<file path="config.mk">
export PLATFORM = sky130hd
export DESIGN_NAME = crr_alu
export DESIGN_NICKNAME = d
export VERILOG_FILES = /design/src/hdl/crr_pkg.sv /design/src/hdl/crr_alu.sv
export SDC_FILE = /design/constraint.sdc
export NUM_CORES = 1
export LEC_CHECK = 0
export ABC_AREA = 1
export BUFFER_PORTS_ARGS = -buffer_cell sky130_fd_sc_hd__buf_2
export CORE_ASPECT_RATIO = 0.8
export CORE_MARGIN = 5
export CORE_UTILIZATION = 61
export DETAILED_ROUTE_END_ITERATION = 8
export GPL_ROUTABILITY_DRIVEN = 1
export PLACE_DENSITY_LB_ADDON = 0.1
export SYNTH_ARGS = -nofsm -noshare
export SYNTH_HDL_FRONTEND = slang
export SYNTH_SLANG_ARGS = --single-unit
</file>
<file path="constraint.sdc">
create_clock -name vclk -period 4.1
set_clock_uncertainty 0.2 [all_clocks]
set_input_delay 1.025 -clock vclk [all_inputs]
set_output_delay 1.025 -clock vclk [all_outputs]
set_load 0.01 [all_outputs]
</file>
<file path="src/hdl/crr_pkg.sv">
// shared types and constants of the composition rank and unrank unit
`default_nettype none

package crr_pkg;

  localparam int RANK_W     = 48;
  localparam int COUNT_W    = 6;
  localparam int WIDE_W     = 64;
  localparam int CFG_IDX_W  = 2;
  localparam int CFG_DATA_W = 6;
  localparam int TOTAL_W    = 6;
  localparam int BINS_W     = 5;

  localparam logic [CFG_IDX_W-1:0] CFG_TOTAL_ITEMS = 2'd0;
  localparam logic [CFG_IDX_W-1:0] CFG_BINS_IN_USE = 2'd1;

  localparam logic OP_RANK    = 1'b0;
  localparam logic OP_UNRANK  = 1'b1;
  localparam logic KIND_RANK  = 1'b0;
  localparam logic KIND_BIN   = 1'b1;

  typedef struct packed {
    logic               op;
    logic [COUNT_W-1:0] bin_count_in;
    logic [RANK_W-1:0]  rank_index;
  } in_t;

  typedef struct packed {
    logic               kind;
    logic [RANK_W-1:0]  rank_value;
    logic [COUNT_W-1:0] bin_count_out;
    logic               last;
    logic               error;
  } out_t;

  typedef enum logic {
    ALU_ADD_SAT = 1'b0,
    ALU_SUB_CMP = 1'b1
  } alu_op_e;

endpackage

`default_nettype wire

</file>
<file path="src/hdl/crr_alu.sv">
// shared saturating adder and compare-subtract unit
`default_nettype none

module crr_alu #(
  parameter int INDEX_BITS = 48,
  parameter int VW         = 48
) (
  input  wire crr_pkg::alu_op_e op_i,
  input  wire logic [VW-1:0]    a_i,
  input  wire logic [VW-1:0]    b_i,
  output logic      [VW-1:0]    res_o,
  output logic                  lt_o
);

  import crr_pkg::*;

  logic [INDEX_BITS:0] sum;
  logic [VW:0]         diff;

  assign sum  = {1'b0, a_i[INDEX_BITS-1:0]} + {1'b0, b_i[INDEX_BITS-1:0]};
  assign diff = {1'b0, a_i} - {1'b0, b_i};

  always_comb begin
    res_o = '0;
    lt_o  = 1'b0;
    case (op_i)
      ALU_ADD_SAT: begin
        // clamp to the all-ones index on carry out
        res_o = sum[INDEX_BITS] ? VW'({INDEX_BITS{1'b1}}) : VW'(sum[INDEX_BITS-1:0]);
      end
      ALU_SUB_CMP: begin
        res_o = diff[VW-1:0];
        lt_o  = diff[VW];
      end
      default: begin
        res_o = '0;
      end
    endcase
  end

endmodule

`default_nettype wire

</file>
==> results by group, run 1 <==
Status
  – Status: aborted with a tool error
  – Failed at: global routing (5_1_grt)
  – Run-stopping error: [ERROR DPL-0038] Utilization greater than 100%, impossible to legalize

Floorplanning
  – Chip width: 144 µm
  – Starting Density: 62.0%
  – Row count: 39
  – Boundary Pins: between 100 and 150
  – Die height: 118 µm

Global routing
  – Pin count of the biggest net entering global routing: 54

Synthesis
  – Ranking of synthesized cells by area: nand2_1 31%, inv_1 18%, ha_1 14%
  – Cells after Synth: around 1,900
  – Post-synthesis sequential area ratio: 0%
  – Cell variety after synth: 41
  – Area leader, netlist: nand2_1
  – Post-Syn Area per Cell: 4.71 µm²
  – Syn. warnings: 0
  – Synth top area share: 31.1%
  – Syn nets: 2,071
  – Synthesized cell area: 8830 µm²

Placed design
  – Post-detail-place hpwl: ~31,000 µm
  – Gpl congestion: 1.13
  – Input/output buffers: 146

Clocking
  – Hold buffer count at cts: 0

Timing
  – Worst endpoint pin kind: primary output
  – Worst setup endpoint GRT: res_o[36]
cells by family after synthesis:
| kind of cell | share of synthesized area [%] |
|---|---|
| and+or+nand+nor | 53.8 |
| adders and majority gates | 14.1 |
| xor gates and xnor gates | 1.98 |
| buffers and inverters | 21.8 |
| AOI/OAI and AO/OA | 8.35 |
Yosys cell counts, types with 9 or more instances:
cell type  count
nand3_1      122
inv_1        435
inv_2         10
nand3_2       22
xor2_1        17
ha_1          96
nand2_1      732
nor2_1       184
nor3_1        17
o21bai_1      15
buf_2         20
o21ai_0       43
a21oi_1       59
or2_2          9
nand4_1       25
stage by stage:
step,setup slack [ns],std cells,instance area (µm²),TNS (ns)
floorplan,0.254,1876,8830,0
global placement,-0.183,2397,11400,-5.01
detailed placement,-0.262,2397,11400,-7.62
CTS,-0.0184,2405,12300,-0.107
timing repair:
| action | in CTS |
|---|---|
| setup buffers | 7 |
| setup endpoints to repair | 49 |
| pin swaps | 35 |
| cloned | 1 |
| resized for setup | 213 |
==> run 2: changes to the inputs <==
Settings changed: CORE_ASPECT_RATIO 0.8 to unset, CORE_UTILIZATION 61 to 40, PLACE_DENSITY_LB_ADDON 0.1 to 0.15.
==> results by group, run 2 <==
Worst setup path
  – Crit-path leading delay family: buffers and inverters
  – CP Depth: 15
  – Cell chain of the critical path: buf_2, inv_1, ha_4, o21ai_0, a21oi_1, nand2_2, nand2_2, nand2_2, nand2_2, nand2_2, o21ai_4, buf_12, buf_16, nand3_4, buf_6
  – Worst EP required: 2.87 ns
  – Cell mode on critical path: nand2_2
  – Worst Path Max Fanout: 8
  – Setup crit start kind: input port
  – CP endpoint: res_o[24]
  – Crit path from: b_i[21]
  – Buffers & Inverters on Critical Path: 5
  – Critical path class: input port to primary output
  – Crit path DAT: 3.06 ns
  – Worst path slowest cell: ha_4
  – Max stage delay on crit path: 0.29 ns
  – Critical Path Sink Type: primary output

Cells and area
  – Post-layout instance area: between 15,000 and 20,000 µm²
  – Most common cell after layout, fill and taps aside: nand2_1
  – Most frequent cells in the layout: 577 x nand2_1, 379 x inv_1, 316 x buf_4
  – Finished Core Util: 70.8%
  – Fraction of layout cells with a size suffix above 1: roughly 44%
  – Area grow syn2layout: 74.5%
  – Clkbuf count: 0
  – Sequential cells: 0
  – Diodes inserted: 0
  – Nets: roughly 2,500
  – Register area: 0 µm²

Drt
  – DR iter-0 viols: ~1,000
  – Final wirelength: 43,700 µm
  – Via count: 13,100
  – Antenna Violating Nets Remaining: 0
  – DRC: 0
  – Wire per inst: 16.7 µm
  – Via/cell ratio: between 4 and 5
  – Drt pass-1 iters: 8

Timing
  – Slew headroom: 72.6%
  – Crit share post-route: 104%
  – Final setup fails: 47
  – Fmax achieved: 234 MHz
  – Final hold violation count: 0
  – Fin. max-slew vios: 0
  – RSZ-0062 raised after global routing: yes
  – Slew @ Worst Pin: 0.407 ns
  – Period minus WS final: 4.28 ns
  – Final worst slack: -0.183 ns

Global routing
  – Total Routing Usage GR: between 30% and 40%
  – Vias in the first global route: 12,200
  – Initial antenna violation count: 0
  – First-pass GRT wire length: 62,800 µm
  – Pin count of the biggest net entering global routing: 54
  – Total grt overflow: 0

Power and ir drop
  – Peak VDD IR: 0.101 mV
  – Leakage: approximately 8.6 nW
  – Total Power: roughly 2.5 mW
  – Pwr Density: 165 nW/µm²

Placed design
  – Gpl congestion: 0.987
  – Post-detail-place hpwl: around 34,000 µm
  – Placed Area: 12,000 µm²
  – Input/output buffers: around 150

Synthesis
  – Synthesized cell area: 8830 µm²
  – Synth top area share: between 30% and 40%
  – Syn nets: roughly 2,100
  – Ranking of synthesized cells by area: nand2_1 31%, inv_1 18%, ha_1 14%
  – Cells after Synth: 1,876
  – Syn. warnings: 0
  – Post-synthesis sequential area ratio: 0%
  – Area leader, netlist: nand2_1
  – Leading cell types by count after synthesis: 732 x nand2_1, 435 x inv_1, 184 x nor2_1, 122 x nand3_1, 96 x ha_1
  – Post-Syn Area per Cell: 4.71 µm²
  – Cell variety after synth: 41
  – Count leader, synth: nand2_1

Status
  – Status: finished with violations
  – Violated checks: setup timing

Floorplanning
  – Row count: 54
  – Area of the die: 25,100 µm²
  – Chip width: 159 µm
  – Starting Density: 40.6%
  – Boundary Pins: about 150
  – Core Box Area: about 22,000 µm²
  – Die height: 159 µm

Job
  – Max-Cap Viols: 0

Worst hold path
  – HP Class: input port to primary output
==> run 2: cell counts after synthesis <==
No cell type changed its count.
==> run 2: report_power, final <==
group	switching [mW]	internal (mW)	total, mW
Combinational	1.41	1.14	2.55
Sequential	0	0	0
Clock	0	0	0
==> run 2: worst min-delay path by stage <==
stage / to / cells past startpoint / from / slack [ns]
floorplan: res_o[0] / 2 / b_i[0] / 2.02
finish: res_o[0] / 4 / b_i[0] / 2.26
global route: res_o[0] / 4 / b_i[0] / 2.27
detailed placement: res_o[0] / 4 / b_i[0] / 2.23
CTS: res_o[0] / 4 / b_i[0] / 2.23
global placement: res_o[0] / 4 / b_i[0] / 2.22
==> run 2: tightest hold or removal path, cell delays in order <==
cell and delay [ns]:
buf_8 0.08, ha_1 0.16, nand2_4 0.06, buf_6 0.11
==> run 2: cell families after synthesis <==
family	after synthesis	share of synthesized area (%)
AO/OA/AOI/OAI	130	8.35
XOR/XNOR	20	1.98
adder cells (fa/ha/maj)	98	14.1
buffers and inverters	490	21.8
AND/OR/NAND/NOR	1138	53.8
==> run 2: stage by stage <==
step	hold slack (ns)	instances	setup WS, ns	setup TNS, ns
final	2.26	2621	-0.183	-6.54
after global routing	2.27	2621	-0.217	-8.37
after CTS	2.23	2608	-0.0667	-1.34
after detailed placement	2.23	2563	-0.306	-12.66
after global placement	2.22	2563	-0.309	-12.33
after floorplan	2.02	1876	0.254	0
==> run 2: area by class of cell <==
class / instances / area, µm²
repair buffers: 509 / 4150
inverters: 446 / 1680
fillers: 1966 / 6350
well taps: 280 / 350
multi-input cells: 1386 / 9230
==> run 2: layer usage <==
layer / vias to the layer above / wire length [µm] / GRT usage (%)
met4: 0 / 1370 / 6.90
met1: 5992 / 18700 / 43.3
li1: 6523 / - / -
met3: 95 / 2960 / 2.94
met5: - / 0 / 0
met2: 480 / 20600 / 54.2
==> run 2: what timing repair did <==
action,in CTS,in global routing
pin swaps,90,117
endpoints found under the setup margin,49,49
gates resized for setup,362,358
buffers inserted,43,13
cloned,2,1
hold buffers,0,0
No activity file was read; power rests on OpenSTA's default activity.
