## src/hdl/crr_pkg.sv

```systemverilog
// shared types and constants of the composition rank and unrank unit
`default_nettype none

package crr_pkg;

  localparam int RANK_W     = 48;
  localparam int COUNT_W    = 6;
  localparam int WIDE_W     = 64;
  localparam int CFG_IDX_W  = 2;
  localparam int CFG_DATA_W = 6;
  localparam int TOTAL_W    = 6;
  localparam int BINS_W     = 5;

  localparam logic [CFG_IDX_W-1:0] CFG_TOTAL_ITEMS = 2'd0;
  localparam logic [CFG_IDX_W-1:0] CFG_BINS_IN_USE = 2'd1;

  localparam logic OP_RANK    = 1'b0;
  localparam logic OP_UNRANK  = 1'b1;
  localparam logic KIND_RANK  = 1'b0;
  localparam logic KIND_BIN   = 1'b1;

  typedef struct packed {
    logic               op;
    logic [COUNT_W-1:0] bin_count_in;
    logic [RANK_W-1:0]  rank_index;
  } in_t;

  typedef struct packed {
    logic               kind;
    logic [RANK_W-1:0]  rank_value;
    logic [COUNT_W-1:0] bin_count_out;
    logic               last;
    logic               error;
  } out_t;

  typedef enum logic {
    ALU_ADD_SAT = 1'b0,
    ALU_SUB_CMP = 1'b1
  } alu_op_e;

endpackage

`default_nettype wire

```

## src/hdl/crr_ctrl.sv

```systemverilog
// sequencer: table fill, rank accumulation and unrank table walk
`default_nettype none

module crr_ctrl #(
  parameter int MAX_ITEMS  = 32,
  parameter int MAX_BINS   = 16,
  parameter int INDEX_BITS = 48,
  parameter int IW         = $clog2(MAX_ITEMS + 1),
  parameter int BW         = $clog2(MAX_BINS + 1),
  parameter int AW         = $clog2((MAX_ITEMS + 1) * (MAX_BINS + 1)),
  parameter int VW         = (INDEX_BITS > 48) ? INDEX_BITS : 48
) (
  input  wire logic                  clk_i,
  input  wire logic                  rst_ni,
  input  wire logic [IW-1:0]         n_i,
  input  wire logic [BW-1:0]         w_i,
  input  wire logic                  run_clr_i,
  input  wire logic                  start_i,
  input  wire crr_pkg::in_t          cmd_i,
  output logic                       busy_o,
  output logic                       ram_we_o,
  output logic [AW-1:0]              ram_waddr_o,
  output logic [INDEX_BITS-1:0]      ram_wdata_o,
  output logic [AW-1:0]              ram_raddr_o,
  input  wire logic [INDEX_BITS-1:0] ram_rdata_i,
  output crr_pkg::alu_op_e           alu_op_o,
  output logic [VW-1:0]              alu_a_o,
  output logic [VW-1:0]              alu_b_o,
  input  wire logic [VW-1:0]         alu_res_i,
  input  wire logic                  alu_lt_i,
  output logic                       res_valid_o,
  output crr_pkg::out_t              res_o
);

  import crr_pkg::*;

  localparam int ROW = MAX_BINS + 1;

  typedef enum logic [5:0] {
    S_FILL  = 6'b000001,
    S_IDLE  = 6'b000010,
    S_RSUM  = 6'b000100,
    S_UCHK  = 6'b001000,
    S_USTEP = 6'b010000,
    S_ULAST = 6'b100000
  } state_e;

  state_e                state_q, state_d;
  logic [IW-1:0]         fa_q, fa_d;
  logic [BW-1:0]         fb_q, fb_d;
  logic [INDEX_BITS-1:0] prev_q, prev_d;
  logic [INDEX_BITS-1:0] row_q [ROW];
  logic [INDEX_BITS-1:0] fill_cur;

  logic [INDEX_BITS-1:0] acc_q, acc_d;
  logic [IW-1:0]         left_q, left_d;
  logic [BW-1:0]         pos_q, pos_d;
  logic                  bad_q, bad_d;

  logic [BW-1:0]         ra_q, ra_d;
  logic [IW-1:0]         t_q, t_d;
  logic [IW-1:0]         r_q, r_d;
  logic [VW-1:0]         idx_q, idx_d;

  logic                  res_valid_q, res_valid_d;
  out_t                  res_q, res_d;

  logic [IW-1:0]         rd_a;
  logic [BW-1:0]         rd_b;

  // run state as seen by an arriving rank transfer
  logic                  restart;
  logic [BW-1:0]         pos_e, ra_e;
  logic [INDEX_BITS-1:0] acc_e;
  logic [IW-1:0]         left_e, left_new;
  logic                  bad_e, over, rank_err;
  logic [IW-1:0]         t_next;
  logic                  accept;
  logic [WIDE_W-1:0]     acc_wide;

  assign accept   = start_i && (state_q == S_IDLE);
  assign busy_o   = (state_q != S_IDLE);

  assign restart  = (pos_q == '0) || (pos_q >= w_i);
  assign pos_e    = restart ? '0 : pos_q;
  assign acc_e    = restart ? '0 : acc_q;
  assign left_e   = restart ? n_i : left_q;
  assign bad_e    = restart ? 1'b0 : bad_q;
  assign ra_e     = w_i - pos_e - BW'(1);
  assign over     = cmd_i.bin_count_in > COUNT_W'(left_e);
  assign left_new = left_e - IW'(cmd_i.bin_count_in);
  assign rank_err = bad_e || (cmd_i.bin_count_in != COUNT_W'(left_e));
  assign acc_wide = WIDE_W'(acc_e);
  assign t_next   = t_q + IW'(1);

  assign ram_waddr_o = AW'(int'(fa_q) * ROW + int'(fb_q));
  assign ram_raddr_o = AW'(int'(rd_a) * ROW + int'(rd_b));
  assign ram_wdata_o = fill_cur;

  always_comb begin
    state_d     = state_q;
    fa_d        = fa_q;
    fb_d        = fb_q;
    prev_d      = prev_q;
    acc_d       = acc_q;
    left_d      = left_q;
    pos_d       = pos_q;
    bad_d       = bad_q;
    ra_d        = ra_q;
    t_d         = t_q;
    r_d         = r_q;
    idx_d       = idx_q;
    res_valid_d = 1'b0;
    res_d       = '0;
    rd_a        = '0;
    rd_b        = '0;
    ram_we_o    = 1'b0;
    alu_op_o    = ALU_SUB_CMP;
    alu_a_o     = idx_q;
    alu_b_o     = VW'(ram_rdata_i);
    fill_cur    = '0;

    unique case (state_q)
      S_FILL: begin
        alu_op_o = ALU_ADD_SAT;
        alu_a_o  = VW'(prev_q);
        alu_b_o  = VW'(row_q[fb_q]);
        if (fa_q == '0) begin
          fill_cur = INDEX_BITS'(1);
        end else if (fb_q == '0) begin
          fill_cur = '0;
        end else begin
          fill_cur = alu_res_i[INDEX_BITS-1:0];
        end
        ram_we_o = 1'b1;
        prev_d   = fill_cur;
        if (fb_q == BW'(MAX_BINS)) begin
          fb_d = '0;
          if (fa_q == IW'(MAX_ITEMS)) begin
            state_d = S_IDLE;
          end else begin
            fa_d = fa_q + IW'(1);
          end
        end else begin
          fb_d = fb_q + BW'(1);
        end
      end

      S_IDLE: begin
        if (accept) begin
          if (cmd_i.op == OP_UNRANK) begin
            idx_d   = VW'(cmd_i.rank_index);
            rd_a    = n_i;
            rd_b    = w_i;
            state_d = S_UCHK;
          end else if (ra_e == '0) begin
            res_valid_d         = 1'b1;
            res_d.kind          = KIND_RANK;
            res_d.rank_value    = rank_err ? '0 : acc_wide[RANK_W-1:0];
            res_d.last          = 1'b1;
            res_d.error         = rank_err;
            pos_d               = '0;
            acc_d               = '0;
            left_d              = '0;
            bad_d               = 1'b0;
          end else if (over) begin
            bad_d  = 1'b1;
            left_d = '0;
            pos_d  = pos_e + BW'(1);
            acc_d  = acc_e;
          end else begin
            left_d = left_new;
            pos_d  = pos_e + BW'(1);
            acc_d  = acc_e;
            bad_d  = bad_e;
            if (left_new != '0) begin
              ra_d    = ra_e;
              t_d     = '0;
              rd_b    = ra_e;
              state_d = S_RSUM;
            end
          end
        end
      end

      S_RSUM: begin
        alu_op_o = ALU_ADD_SAT;
        alu_a_o  = VW'(acc_q);
        acc_d    = alu_res_i[INDEX_BITS-1:0];
        if (t_next != left_q) begin
          t_d  = t_next;
          rd_a = t_next;
          rd_b = ra_q;
        end else begin
          state_d = S_IDLE;
        end
      end

      S_UCHK: begin
        res_d.kind = KIND_BIN;
        if (!alu_lt_i) begin
          // index not below the number of distributions
          res_valid_d = 1'b1;
          res_d.last  = 1'b1;
          res_d.error = 1'b1;
          state_d     = S_IDLE;
        end else if (w_i == BW'(1)) begin
          res_valid_d         = 1'b1;
          res_d.bin_count_out = COUNT_W'(n_i);
          res_d.last          = 1'b1;
          state_d             = S_IDLE;
        end else begin
          r_d     = n_i;
          t_d     = '0;
          ra_d    = w_i - BW'(1);
          rd_b    = w_i - BW'(1);
          state_d = S_USTEP;
        end
      end

      S_USTEP: begin
        res_d.kind = KIND_BIN;
        if (alu_lt_i || (t_q == r_q)) begin
          res_valid_d = 1'b1;
          if (alu_lt_i) begin
            res_d.bin_count_out = COUNT_W'(r_q - t_q);
            r_d                 = t_q;
          end else begin
            idx_d = alu_res_i;
          end
          if (ra_q == BW'(1)) begin
            state_d = S_ULAST;
          end else begin
            ra_d = ra_q - BW'(1);
            t_d  = '0;
            rd_b = ra_q - BW'(1);
          end
        end else begin
          idx_d = alu_res_i;
          t_d   = t_next;
          rd_a  = t_next;
          rd_b  = ra_q;
        end
      end

      S_ULAST: begin
        res_valid_d         = 1'b1;
        res_d.kind          = KIND_BIN;
        res_d.bin_count_out = COUNT_W'(r_q);
        res_d.last          = 1'b1;
        state_d             = S_IDLE;
      end

      default: begin
        state_d = S_IDLE;
      end
    endcase

    // writes to the item and bin registers drop a rank run in progress
    if (run_clr_i) begin
      pos_d  = '0;
      acc_d  = '0;
      left_d = '0;
      bad_d  = 1'b0;
    end
  end

  always_ff @(posedge clk_i or negedge rst_ni) begin
    if (!rst_ni) begin
      state_q     <= S_FILL;
      fa_q        <= '0;
      fb_q        <= '0;
      acc_q       <= '0;
      left_q      <= '0;
      pos_q       <= '0;
      bad_q       <= 1'b0;
      res_valid_q <= 1'b0;
    end else begin
      state_q     <= state_d;
      fa_q        <= fa_d;
      fb_q        <= fb_d;
      acc_q       <= acc_d;
      left_q      <= left_d;
      pos_q       <= pos_d;
      bad_q       <= bad_d;
      res_valid_q <= res_valid_d;
    end
  end

  always_ff @(posedge clk_i) begin
    prev_q <= prev_d;
    ra_q   <= ra_d;
    t_q    <= t_d;
    r_q    <= r_d;
    idx_q  <= idx_d;
    res_q  <= res_d;
    if (state_q == S_FILL) begin
      row_q[fb_q] <= fill_cur;
    end
  end

  assign res_valid_o = res_valid_q;
  assign res_o       = res_q;

endmodule

`default_nettype wire

```

## config.mk

```make
export PLATFORM = sky130hd
export DESIGN_NAME = crr_ctrl
export DESIGN_NICKNAME = d
export VERILOG_FILES = /design/src/hdl/crr_pkg.sv /design/src/hdl/crr_ctrl.sv
export SDC_FILE = /design/constraint.sdc
export NUM_CORES = 1
export LEC_CHECK = 0
export BUFFER_PORTS_ARGS = -buffer_cell sky130_fd_sc_hd__buf_2
export CORE_ASPECT_RATIO = 1.1
export CORE_MARGIN = 10
export CORE_UTILIZATION = 54
export CTS_CLUSTER_DIAMETER = 80
export DETAILED_ROUTE_END_ITERATION = 8
export PLACE_DENSITY = 0.84
export SLEW_MARGIN = 10
export SYNTH_ARGS = -nofsm -noshare
export SYNTH_HDL_FRONTEND = slang
export SYNTH_SLANG_ARGS = --single-unit
```

## constraint.sdc

```tcl
create_clock -name clk_i -period 6.5 [get_ports clk_i]
set_clock_uncertainty 0.05 [all_clocks]
set_input_delay 0.65 -clock clk_i [delete_from_list [all_inputs] [get_ports clk_i]]
set_output_delay 0.65 -clock clk_i [all_outputs]
set_load 0.01 [all_outputs]
```

======== After elaboration in Yosys (flattened, before gate mapping) ========
Memory sizes are Yosys's and may differ from the RTL's.
Cells that the tools add are included.
storage, ports and cells
  output and inout port bits .............. 225
  bits of input ports ..................... 167
  ROM bits ................................ 0
  memories ................................ 1
  latch bits .............................. 0
  bits in registers ....................... 248
  RAM bits ................................ 816
memories
  name   words  width  rd ports  clocked after Yosys merged registers in  wr ports  line            RTL
  row_q  17     48     1         0                                        1         crr_ctrl.sv:52  logic [INDEX_BITS-1:0] row_q [ROW];
cells by class
  magnitude comparators ................... 2
  bitwise gates (word level) .............. 4
  reduce and logical (&&, ||, !) cells .... 27
  mux-type cells .......................... 115
  shift operators ......................... 0
  equal/unequal tests ..................... 38
  add/sub/neg operators ................... 12
  div/mod/pow operators ................... 0
  multiply operators ...................... 2
operators with widths
  kind                                                 count
  2-to-1 mux 48 bit                                    13
  one-hot mux 48 bit (2 select lines)                  3
  2-to-1 mux 6 bit                                     38
  2-to-1 mux 5 bit                                     28
  one-hot mux 6 bit (3 select lines)                   2
  != test 2 bit, second input constant                 16
  one-hot mux 6 bit (5 select lines)                   1
  one-hot mux 6 bit (4 select lines)                   1
  adder 10 x 5 -> 10 bit                               2
  multiplier 6 x 5 -> 10 bit, second input constant    2
  one-hot mux 5 bit (4 select lines)                   1
  AND reduction 10 bit                                 2
  2-to-1 mux 1 bit                                     18
  != test 3 bit, second input constant                 6
  logical NOT 5 bit                                    3
  one-hot mux 5 bit (3 select lines)                   1
  subtractor 5 x 1 -> 5 bit, second input constant     3
  adder 6 x 1 -> 6 bit, second input constant          2
  equality test 6 bit, second input constant           2
  != test 6 bit                                        2
  one-hot mux 6 bit (2 select lines)                   1
  subtractor 6 bit                                     2
  adder 5 x 1 -> 5 bit, second input constant          2
  equality test 5 x 1 -> 1 bit, second input constant  2
  33 further kinds                                     47

======== Depth between registers and ports, before layout ========
  depth after elaboration ................. 12
  gate-level depth with buffers ........... 27

======== Worst setup path after synthesis ========
No wires, ideal clock.
  path kind ............................... input to output
  start ................................... input w_i[4]
  end ..................................... output ram_raddr_o[9]
  path buffers ............................ 1
  path slack .............................. -0.104 ns
  arrival ................................. 5.904 ns
  stages on the path ...................... 25
  cell sequence ........................... inv_1 > ha_1 > a21oi_1 > inv_1 > a31oi_2 > a21boi_0 > buf_2 > mux2_2 > ha_1 > or2_2 > o2111a_1 > a311oi_1 > nand4_1 > and3_1 > a221o_1 > ha_1 > ha_1 > ha_1 > ha_1 > a21oi_1 > nor2b_1 > o211ai_1 > nand2_1 > mux2i_1 > a21oi_1
on the way
  longest elaborated chain between the ends .. 12
  elaborated cells on any way between the ends .. 21
  those cells by class .................... 5 x add/sub; 2 x order compare; 1 x eq/ne; 10 x mux; 3 x reduce/logical
RTL lines
  what                                                             line                             RTL
  start, declared                                                  crr_ctrl.sv:16                   input wire logic [BW-1:0] w_i,
  >= comparator 5 bit                                              crr_ctrl.sv:84                   assign restart = (pos_q == '0) || (pos_q >= w_i);
  logical OR 1 bit                                                 crr_ctrl.sv:84
  2-to-1 mux 5 bit or 2-to-1 mux 6 bit (tied branches)             crr_ctrl.sv:85, crr_ctrl.sv:87
  subtractor 5 bit or subtractor 6 bit (tied branches)             crr_ctrl.sv:89, crr_ctrl.sv:91
  subtractor 5 x 1 -> 5 bit or nonzero test 6 bit (tied branches)  crr_ctrl.sv:89, crr_ctrl.sv:176
  2-to-1 mux 5 bit                                                 crr_ctrl.sv:176                  if (left_new != '0) begin
  2-to-1 mux 5 bit                                                 crr_ctrl.sv:166                  end else if (over) begin
  2-to-1 mux 5 bit                                                 crr_ctrl.sv:156                  end else if (ra_e == '0) begin
  2-to-1 mux 5 bit                                                 crr_ctrl.sv:151                  if (cmd_i.op == OP_UNRANK) begin
  2-to-1 mux 5 bit                                                 crr_ctrl.sv:150                  if (accept) begin
  one-hot mux 5 bit (4 select lines) *                             crr_ctrl.sv:123                  unique case (state_q)
  adder 10 x 5 -> 10 bit *                                         crr_ctrl.sv:97                   assign ram_raddr_o = AW'(int'(rd_a) * ROW + int'(rd_b));
  end, declared                                                    crr_ctrl.sv:24                   output logic [AW-1:0] ram_raddr_o,
Every way passes the cells marked *; elsewhere a longest branch is shown, timed or not.

======== Worst setup path in the final report ========
  start ................................... register pos_q[2]
  end ..................................... output ram_raddr_o[9]
on the way
  longest elaborated chain between the ends .. 12
  elaborated cells on any way between the ends .. 18
  those cells by class .................... 4 x add/sub; 2 x order compare; 8 x mux; 4 x reduce/logical
RTL lines
  what                                                             line                             RTL
  start, declared                                                  crr_ctrl.sv:57                   logic [BW-1:0] pos_q, pos_d;
  start signal, assigned                                           crr_ctrl.sv:284                  pos_q <= pos_d;
  >= comparator 5 bit or logical NOT 5 bit (tied branches)         crr_ctrl.sv:84
  logical OR 1 bit                                                 crr_ctrl.sv:84
  2-to-1 mux 5 bit or 2-to-1 mux 6 bit (tied branches)             crr_ctrl.sv:85, crr_ctrl.sv:87
  subtractor 5 bit or subtractor 6 bit (tied branches)             crr_ctrl.sv:89, crr_ctrl.sv:91
  subtractor 5 x 1 -> 5 bit or nonzero test 6 bit (tied branches)  crr_ctrl.sv:89, crr_ctrl.sv:176
  2-to-1 mux 5 bit                                                 crr_ctrl.sv:176
  2-to-1 mux 5 bit                                                 crr_ctrl.sv:166
  2-to-1 mux 5 bit *                                               crr_ctrl.sv:156
  2-to-1 mux 5 bit *                                               crr_ctrl.sv:151
  2-to-1 mux 5 bit *                                               crr_ctrl.sv:150
  one-hot mux 5 bit (4 select lines) *                             crr_ctrl.sv:123
  adder 10 x 5 -> 10 bit *                                         crr_ctrl.sv:97
Marked as above.

==> impl_metrics.env <==
export IMPL_grt_max_degree=109
export IMPL_synthArstFlopShare=0.0733
export IMPL_critical_path_most_common_cell="sky130_fd_sc_hd__ha_4"
export IMPL_setup_tns_ns=-0.909
export IMPL_switching_portion_of_total_power=0.242
export IMPL_routed_via_count=27500
export IMPL_chipHeight_um=320
export IMPL_grt_pass1_wl_um=184000
export IMPL_antenna_found_initial=13
export IMPL_stdcell_count=4320
export IMPL_synth_enable_flop_cells=929
export IMPL_cell_internal_pwr_w=0.0113
export IMPL_p_per_area_nw_per_um2=289
export IMPL_synthesis_yosys_warnings=0
export IMPL_drt_total_wl_um=126000
export IMPL_hold_violations=0
export IMPL_power_ir_vdd_worst_mv=0.236
export IMPL_clock_sinks=1064
export IMPL_timing_worst_setup_path_type="reg2out"
export IMPL_dominantRegCellSynth="sky130_fd_sc_hd__edfxtp_1"
export IMPL_first_global_vias=28400
export IMPL_timing_max_slew_rel_slack=0.158
export IMPL_crit_chain="ha_4 > a21oi_2 > o21ai_2 > a31oi_4 > a21boi_2 > buf_6 > mux2_4 > ha_4 > or2_4 > o2111a_1 > a311oi_2 > nand4_1 > and3_4 > a221o_1 > ha_4 > ha_4 > fa_2 > ha_4 > nor2b_4 > o211ai_1 > nand2_1 > mux2i_1 > a21oi_2 > buf_2"
export IMPL_yosys_register_bits=1064
export IMPL_seq_power_share=0.510
export IMPL_initial_utilization=0.547
export IMPL_worstHoldPathType="in2reg"
export IMPL_post_route_period_util=1.05
export IMPL_grt_setup_unrepaired="yes"
export IMPL_yosys_area_top_type="sky130_fd_sc_hd__edfxtp_1"
export IMPL_synth_top_cell_area_share=0.632
export IMPL_failing_checks="setup timing"
export IMPL_max_fo_critical_path=7
export IMPL_dpl_cell_count=4110
export IMPL_status="finished with violations"
export IMPL_layout_setup_ws_ns=-0.316
export IMPL_clock_tree_htree_level_count=3
export IMPL_number_of_iterations_in_the_first_detailed_routing_pass=6
export IMPL_dp_hpwl_um=76000
export IMPL_grt_overflow_total=0
export IMPL_fin_crit_ns=6.82
export IMPL_cts_made_buffers=100
export IMPL_drcViolationCount=0
export IMPL_path_buf_inv=2
export IMPL_stdcell_area_sq_um=51500
export IMPL_clk_path_buf_depth=3
export IMPL_cpPeakStageDelay_ns=0.56
export IMPL_drt_antenna_violating_nets=0
export IMPL_netlist_instances=2721
export IMPL_netlist_top_cells_area="sky130_fd_sc_hd__edfxtp_1, sky130_fd_sc_hd__mux4_2, sky130_fd_sc_hd__dfrtp_1"
export IMPL_clock_root_buffer="sky130_fd_sc_hd__clkbuf_16"
export IMPL_setup_worst_path_end_class="output port"
export IMPL_routabilityCongestion=0.877
export IMPL_port_buffers=391
export IMPL_report_final_setup_viol=5
export IMPL_num_rows=109
export IMPL_mostFrequentLayoutCell="sky130_fd_sc_hd__edfxtp_1"
export IMPL_die_w_um=293
export IMPL_netlist_cell_type_count=80
export IMPL_fmaxAchievable_mhz=147
export IMPL_cp_data_required_time_ns=5.80
export IMPL_synth_seq_area_share=0.702
export IMPL_detailedRoute_firstIterationViolations=3184
export IMPL_cp_top_family="compound AO/OA/AOI/OAI gates"
export IMPL_cts_tree="built"
export IMPL_drv_max_cap_violation_count=0
export IMPL_grt_use_total=0.264
export IMPL_mapped_avg_cell_area_sq_um=16.2
export IMPL_cellLeakagePower_nw=21.2
export IMPL_mappedNetlistNets=2963
export IMPL_design_power_total_w=0.0149
export IMPL_critPathSlowestCell="sky130_fd_sc_hd__fa_2"
export IMPL_pwr_share_clk=0.384
export IMPL_final_core_utilization=0.638
export IMPL_dieArea_sq_um=93700
export IMPL_layout_cells_most_common_list="sky130_fd_sc_hd__edfxtp_1, sky130_fd_sc_hd__buf_2, sky130_fd_sc_hd__nand2_1, sky130_fd_sc_hd__mux4_2, sky130_fd_sc_hd__buf_4"
export IMPL_fillerInstances=5326
export IMPL_cp_data_arrival_time_ns=6.12
export IMPL_clock_latency_ns=0.67
export IMPL_coreArea_sq_um=80700
export IMPL_via_per_inst=6.37
export IMPL_slew_viol_final=0
export IMPL_average_wire_per_cell_in_the_routed_design_um=29.1
export IMPL_total_switching_power_w=0.00361
export IMPL_drive_gt1_frac=0.303
export IMPL_syn2layout_area_growth_pct=16.7
export IMPL_comb_power_share=0.105
export IMPL_worst_setup_hold_path_clk_slew_ns=0.07
export IMPL_design_final_nets=3416
export IMPL_worst_slew_pin_transition_ns=1.26
export IMPL_setup_worst_path_start_class="register"
export IMPL_floorplan_io_pins=392
export IMPL_netlist_area_sq_um=44200
export IMPL_placed_area_sq_um=47800
worst register-to-register path, stage by stage, from the launching register on:
cell and delay (ns):
sky130_fd_sc_hd__dfrtp_1 0.42, sky130_fd_sc_hd__ha_4 0.28, sky130_fd_sc_hd__nand2_1 0.06, sky130_fd_sc_hd__o21ai_2 0.20, sky130_fd_sc_hd__a31oi_4 0.12, sky130_fd_sc_hd__a21boi_2 0.18, sky130_fd_sc_hd__buf_6 0.16, sky130_fd_sc_hd__buf_4 0.13
sky130_fd_sc_hd__mux2i_1 0.11, sky130_fd_sc_hd__ha_2 0.20, sky130_fd_sc_hd__fa_2 0.37, sky130_fd_sc_hd__nand2b_4 0.16, sky130_fd_sc_hd__a21oi_4 0.16, sky130_fd_sc_hd__a21oi_1 0.09, sky130_fd_sc_hd__o21bai_1 0.31, sky130_fd_sc_hd__buf_4 0.18
sky130_fd_sc_hd__o211a_4 0.17, sky130_fd_sc_hd__buf_4 0.13, sky130_fd_sc_hd__a31oi_1 0.10, sky130_fd_sc_hd__nor3_1 0.63
layer usage:
metal,GRT usage,part of all wire,vias to the layer above
met5,0,0.00021,-
met4,0.104,0.037,4
met3,0.0698,0.12,292
met2,0.431,0.49,1955
met1,0.334,0.36,13800
li1,-,-,11500
cell usage after synthesis, drive strengths merged (8+ instances only):
cell and n:
a21o 11, a21oi 31, a221oi 50, a22o 50
a22oi 77, a31oi 30, and2 99, and3 55
buf 58, clkbuf 102, dfrtp 77, dfxtp 57
edfxtp 929, ha 68, inv 44, mux2 29
mux2i 26, mux4 192, nand2 361, nand3 19
nor2 120, nor3 12, nor3b 8, o21ai 78
xnor2 34, xor2 12
worst paths after layout:
check | startpoint | to | slack, ns | depth (start not counted)
setup / recovery | pos_q[2] | ram_raddr_o[9] | -0.32 | 24
hold / removal | cmd_i[2] | idx_q[2] | 0.19 | 3
setup reg to reg | pos_q[2] | ra_q[0] | 1.93 | 19
hold reg to reg | r_q[3] | res_o[5] | 0.45 | 1
max in group asynchronous | rst_ni | fb_q[3] | 4.78 | 3
min in group asynchronous | rst_ni | pos_q[4] | 0.30 | 2
timing repair:
item / 4_1_cts / 5_1_grt
buffers inserted: 13 / 5
endpoints found under the setup margin: 7 / 7
cloned: 0 / 0
pin swaps: 35 / 22
hold buffers: 1 / 0
gates resized for setup: 50 / 18
endpoints found under the hold margin: 10 / 0
registers in the layout (all words and copies together) (netlist names):
signal       count
ra_q             5
prev_q          48
bad_q            1
pos_q            5
r_q              6
state_q          6
res_valid_o      1
row_q          816
left_q           6
idx_q           48
fa_q             6
acc_q           48
t_q              6
fb_q             5
res_o           57
power by group through the flow:
stage / Combinational, W / Clock (W) / Sequential (W)
6_report: 0.00157 / 0.00572 / 0.00760
5_1_grt: 0.00170 / 0.00601 / 0.00761
4_1_cts: 0.00151 / 0.00575 / 0.00760
3_5_place_dp: 0.00138 / 0 / 0.00774
3_3_place_gp: 0.00136 / 0 / 0.00773
2_1_floorplan: 0.000842 / 0 / 0.00770
metrics by stage:
step                      worst slack [ns]  hold WS, ns
after floorplan                    0.00566        0.304
after global placement              -0.475        0.434
after detailed placement            -0.573        0.435
after CTS                           -0.326        0.152
after global routing                -0.493        0.180
final                               -0.316        0.188
layout make-up:
type                            count  area [sq um]  area share
Antenna cell                        5          12.5    0.000243
Sequential cell                  1064         31000       0.602
Clock inverter                     60           450     0.00874
Inverter                           44           170     0.00330
Clock buffer                      129          2730      0.0531
Timing Repair Buffer              511          2920      0.0566
Tap cell                         1054          1320      0.0256
Multi-Input combinational cell   1453         12900       0.251
cell families after synthesis:
family / Yosys count / synth area share
buffers and inverters: 204 / 0.0189
xor gates and xnor gates: 48 / 0.0103
and+or+nand+nor: 720 / 0.0762
muxes: 247 / 0.111
adders and majority gates: 75 / 0.0224
DFF: 1064 / 0.702
AOI/OAI and AO/OA: 363 / 0.0594
(Power assumes the default switching activity.)
